## config.mk

```make
export PLATFORM = sky130hd
export DESIGN_NAME = rau_ctrl
export DESIGN_NICKNAME = d
export VERILOG_FILES = /design/src/rtl/rau_pkg.sv /design/src/rtl/rau_ctrl.sv
export SDC_FILE = /design/constraint.sdc
export NUM_CORES = 1
export LEC_CHECK = 0
export BUFFER_PORTS_ARGS = -buffer_cell sky130_fd_sc_hd__buf_2
export CELL_PAD_IN_SITES_DETAIL_PLACEMENT = 0
export CELL_PAD_IN_SITES_GLOBAL_PLACEMENT = 1
export CORE_AREA = 5 5 42 44
export DETAILED_ROUTE_END_ITERATION = 10
export DIE_AREA = 0 0 47 49
export PLACE_DENSITY = 0.76
export SLEW_MARGIN = 20
export SYNTH_ARGS = -nofsm -noshare
export SYNTH_HDL_FRONTEND = slang
export SYNTH_SLANG_ARGS = --single-unit
```

## constraint.sdc

```tcl
create_clock -name i_clk -period 1.53 [get_ports i_clk]
set_clock_uncertainty 0.2 [all_clocks]
set_input_delay 0.306 -clock i_clk [delete_from_list [all_inputs] [get_ports i_clk]]
set_output_delay 0.306 -clock i_clk [all_outputs]
set_load 0.01 [all_outputs]
```

## src/rtl/rau_pkg.sv

```systemverilog
// ----------------------------------------------------------------------------
// rau_pkg
// commands, widths and shared types of the rational arithmetic unit
// ----------------------------------------------------------------------------
package rau_pkg;

    localparam int CMD_BITS = 4;
    localparam int RES_BITS = 33;
    localparam int WIDE_BITS = 64;
    localparam int SHIFT_BITS = 7;

    typedef enum logic [CMD_BITS-1:0] {
        CMD_ADD = 4'd0,
        CMD_SUB = 4'd1,
        CMD_MUL = 4'd2,
        CMD_DIV = 4'd3,
        CMD_LT  = 4'd4,
        CMD_GT  = 4'd5,
        CMD_LE  = 4'd6,
        CMD_GE  = 4'd7,
        CMD_EQ  = 4'd8,
        CMD_NE  = 4'd9
    } t_cmd;

    // controller to datapath
    typedef struct packed {
        logic load;      // capture operands
        logic mul;       // form cross-products
        logic comb;      // combine products into num/den
        logic gcd_init;  // start gcd
        logic gcd_step;  // one gcd iteration
        logic div_init;  // start division by gcd
        logic div_step;  // one quotient bit
        logic finish;    // form the result registers
    } t_ctrl;

    // datapath to controller
    typedef struct packed {
        logic gcd_done;
        logic gcd_zero;
        logic div_done;
        logic is_arith;
    } t_stat;

endpackage

```

## src/rtl/rau_ctrl.sv

```systemverilog
// ----------------------------------------------------------------------------
// rau_ctrl
// sequencer of the rational arithmetic unit
// ----------------------------------------------------------------------------
module rau_ctrl (
    input  logic            i_clk,
    input  logic            i_rst_n,
    input  logic            i_in_valid,
    output logic            o_in_ready,
    output logic            o_out_valid,
    input  logic            i_out_ready,
    input  rau_pkg::t_stat  i_stat,
    output rau_pkg::t_ctrl  o_ctrl
);

    typedef enum logic [2:0] {
        S_IDLE, S_MUL, S_COMB, S_GINIT, S_GCD, S_DIV, S_FIN, S_OUT
    } t_state;

    t_state r_state;
    t_state n_state;

    always_comb begin
        n_state = r_state;
        o_ctrl  = '0;
        unique case (r_state)
            S_IDLE: begin
                if (i_in_valid) begin
                    o_ctrl.load = 1'b1;
                    n_state = S_MUL;
                end
            end
            S_MUL: begin
                o_ctrl.mul = 1'b1;
                n_state = S_COMB;
            end
            S_COMB: begin
                o_ctrl.comb = 1'b1;
                n_state = i_stat.is_arith ? S_GINIT : S_FIN;
            end
            // num/den are registered now, so their magnitudes can seed the gcd
            S_GINIT: begin
                o_ctrl.gcd_init = 1'b1;
                n_state = S_GCD;
            end
            S_GCD: begin
                if (i_stat.gcd_done) begin
                    if (i_stat.gcd_zero) begin
                        n_state = S_FIN;
                    end else begin
                        o_ctrl.div_init = 1'b1;
                        n_state = S_DIV;
                    end
                end else begin
                    o_ctrl.gcd_step = 1'b1;
                end
            end
            S_DIV: begin
                if (i_stat.div_done) begin
                    n_state = S_FIN;
                end else begin
                    o_ctrl.div_step = 1'b1;
                end
            end
            S_FIN: begin
                o_ctrl.finish = 1'b1;
                n_state = S_OUT;
            end
            S_OUT: begin
                if (i_out_ready) begin
                    n_state = S_IDLE;
                end
            end
            default: n_state = S_IDLE;
        endcase
    end

    assign o_in_ready  = (r_state == S_IDLE);
    assign o_out_valid = (r_state == S_OUT);

    always_ff @(posedge i_clk) begin
        if (!i_rst_n) begin
            r_state <= S_IDLE;
        end else begin
            r_state <= n_state;
        end
    end

endmodule

```

# Word-level counts from Yosys, hierarchy flattened
# Cells that the tools add are included.
# totals
regBits,3
input_bits,8
elab_cells,33
# op_classes
eq_ne,11
muxes,19
n_reduce_logical,2
# op_table
cell,count
3-bit case mux with 8 select lines,1
3-bit 2-to-1 mux,5
3-bit == test (second input constant),4
1-bit 2-to-1 mux,11
3-bit by 2-bit == test with 1-bit output (second input constant),2
2-bit inequality test (second input constant),3
2-bit 2-to-1 mux,2
4-bit AND reduction,1
3-bit by 1-bit == test with 1-bit output (second input constant),1
3-bit zero test,1
2-bit by 1-bit inequality test with 1-bit output (second input constant),1

# Longest topological paths before layout
# depth
ltp_word,3
depth_mapped,5

# Worst setup path after synthesis
# No wires, ideal clock.
# synth_path
path_kind,reg2out
start,register r_state[1]
end,output o_ctrl[7] in the netlist's numbering
t_arrival_ns,0.947
setup_slack_ns,0.077
path_stages_with_launch,3
n_path_buf,0
path_cell_list,dfxtp_1 -> nor3_1 -> and2_1
# synth_lines
element,line,source
from (decl),rau_ctrl.sv:20,t_state r_state;
from (signal assigned),rau_ctrl.sv:85,r_state <= n_state;
to (decl),rau_ctrl.sv:13,output rau_pkg::t_ctrl o_ctrl

==> summary.md <==
| Metric | Value |
|---|---|
| First-pass GRT wire length | `1.48 mm` |
| Violated checks | `setup timing` |
| Drt first-iter violations | `2` |
| Clock share of power | `12.9%` |
| Die Height | `49 um` |
| LEAKAGE | `0.000263 uW` |
| GP Congestion | `0.794` |
| Fmax | `612 MHz` |
| Grt ovf | `0` |
| Largest net degree at the start of global routing | `10` |
| Int Power | `629 uW` |
| Finished Cell Area | `515 sq um` |
| Drt wl/cell | `11.0 um` |
| Minimum clock period after layout | `1.63 ns` |
| Syn_nets | `46` |
| Area after DPL | `433 sq um` |
| Gate Count Post-Synth | `38` |
| WS Path Type | `reg -> out` |
| P&R area growth vs syn | `72.4%` |
| Max Cap Violations | `0` |
| Pwr/cell area | `2080 nW/um^2` |
| Outcome | `finished with violations` |
| Number of global-route vias before repair | `383` |
| Worst hold path class | `in -> reg` |
| Global Route Usage Sum | `8.51%` |
| # IOs | `18` |
| Leading area contributor after synthesis | `dfxtp_1` |
| Fin Hold WS | `0.138 ns` |
| Cell area after synthesis | `299 sq um` |
| Clk pin slew, worst setup/hold paths | `0.03 ns` |
| Worst path cell trace | `nor2_4 -> nand2_2 -> nor3b_2 -> buf_2` |
| Crit share post-route | `107%` |
| DR vias | `371` |
| Root Driver | `clkbuf_4` |
| Fin worst setup slack | `-0.105 ns` |
| Yosys cell types | `23` |
| Total Wirelength | `894 um` |
| Arrival @ worst endpoint | `1.13 ns` |
| Area used by multi-input combinational logic | `241 sq um` |
| Crit path capture type | `primary output` |
| First-pass detailed-route iteration total | `2` |
| Worst path max stage delay | `0.35 ns` |
| Fraction of layout cells with a size suffix above 1 | `64.6%` |
| Total CTS buffers | `3` |
| CP max-delay cell | `dfxtp_4` |
| Post-synth top flop | `dfxtp_1` |
| Synth async-reset ratio | `0%` |
| Power Total | `1070 uW` |
| H-tree depth | `1` |
| Register bit total from synthesis | `3` |
| Largest registers | `r_state x3` |
| CP required | `1.02 ns` |
| Logic pwr share | `66.3%` |
| Worst Setup Start Kind | `flip-flop` |
| Final #Nets | `74` |
| Switching share of power | `41.3%` |
| Post-synth EDFFs | `0` |
| Antenna-violating nets left | `0` |
| Sw Pwr | `443 uW` |
| Starting Density | `21.3%` |
| RSZ-0062 raised after global routing | `true` |
| Die ar. | `2300 sq um` |
| DP Wirelength | `674 um` |
| Mean Syn Cell Area | `7.87 sq um` |
| Largest cells by area after synthesis | `dfxtp_1 20%, nor3b_1 10%, and3_1 6.3%` |
| Sequential area share after synthesis | `20.1%` |
| Final Hold Viols | `0` |
| FP Rows | `14` |
| Worst-Margin Slew | `0.280 ns` |
| Ys Warns | `0` |
| Skew-Pair Late Insertion Delay | `0.23 ns` |
| Max reg flops | `3` |
| Most frequent cell after synthesis | `nor3b_1` |
| Core Area | `1400 sq um` |
| Vias/cell | `4.58` |
| CTS tree | `built` |
| DRC viols | `0` |
| Die W | `47 um` |
| Finish-stage setup viols | `8` |
| Clock buffer depth | `2` |
| CTS Sinks | `3` |
| Sequential Power Share | `20.9%` |
| Slew Limit Fails | `0` |
| Critical path fanouts, max | `4` |
| FF/Latch Area | `71.3 sq um` |
| Port Buf Inserts | `17` |
| Post-synth top area share | `20.1%` |
| Initial antenna violation count | `0` |
| Setup TNS | `-0.274 ns` |
| Antenna cells | `0` |
| Peak supply drop | `0.784 mV` |
| Top reg by flops | `r_state` |
| FILL cells | `159` |
| Slew margin rel. | `81.1%` |
[worst paths after layout]
kind,startpoint,end,slack (ns),cells after the start
worst min register to register,r_state[1],r_state[2],0.47,3
worst max-delay path,r_state[1],o_ctrl[2],-0.10,4
worst max register to register,r_state[2],r_state[2],0.13,5
worst min-delay path,i_rst_n,r_state[0],0.14,2
[cell type report]
type	instances	share of cell area (%)
flip-flops and latches	3	13.8
well taps	16	3.88
repair buffers	26	29.6
clock buffers	4	5.10
multi-input cells	31	46.8
inverters	1	0.728
[critical path: cells and delay by family (launching register included)]
family / cells / cell delay (ns)
AND/OR/NAND/NOR: 3 / 0.38
flip-flops: 1 / 0.35
buffers and inverters: 1 / 0.16
[kinds of logic after synthesis]
family          after synthesis  share of synthesized area [%]
simple gates                 21                           42.7
compound gates                9                           24.7
buf+inv                       4                           9.20
flops                         3                           20.1
mux                           1                           3.35
[stage by stage]
step	utilization (%)	setup slack [ns]	std cells
after floorplan	-	0.0770	38
after global placement	30.9	0.0735	75
after detailed placement	30.9	0.0302	75
after CTS	34.8	-0.106	80
after global routing	36.8	-0.172	81
final	36.8	-0.105	81
[per-layer routing]
layer	vias to the layer above	wire [um]	track usage, %
met1	168	426	11.8
li1	192	-	-
met4	0	0	4.15
met2	11	432	11.8
met3	0	35	2.21
met5	-	0	0
[cells in the final DEF (no fill, tap or decap), types with 2 or more instances in the layout]
master	instances
nand2_1	2
dfxtp_4	3
nor3b_2	4
buf_2	17
clkbuf_4	3
and3_1	3
nor2_1	2
buf_4	9
a21oi_1	2
nand2b_1	3
[timing repair]
action | in CTS | in global routing
pin swaps | 3 | 1
hold buffers | 0 | 0
setup endpoints to repair | 10 | 10
resized for setup | 8 | 6
buffers inserted | 1 | 1
[power groups by stage]
stage / Clock (uW) / Sequential, uW / Combinational, uW
after global routing: 156 / 233 / 780
after floorplan: 0 / 150 / 406
after CTS: 143 / 204 / 655
final: 138 / 224 / 710
after global placement: 0 / 173 / 612
after detailed placement: 0 / 180 / 608
Note: power is estimated with default switching activity, not from simulation.
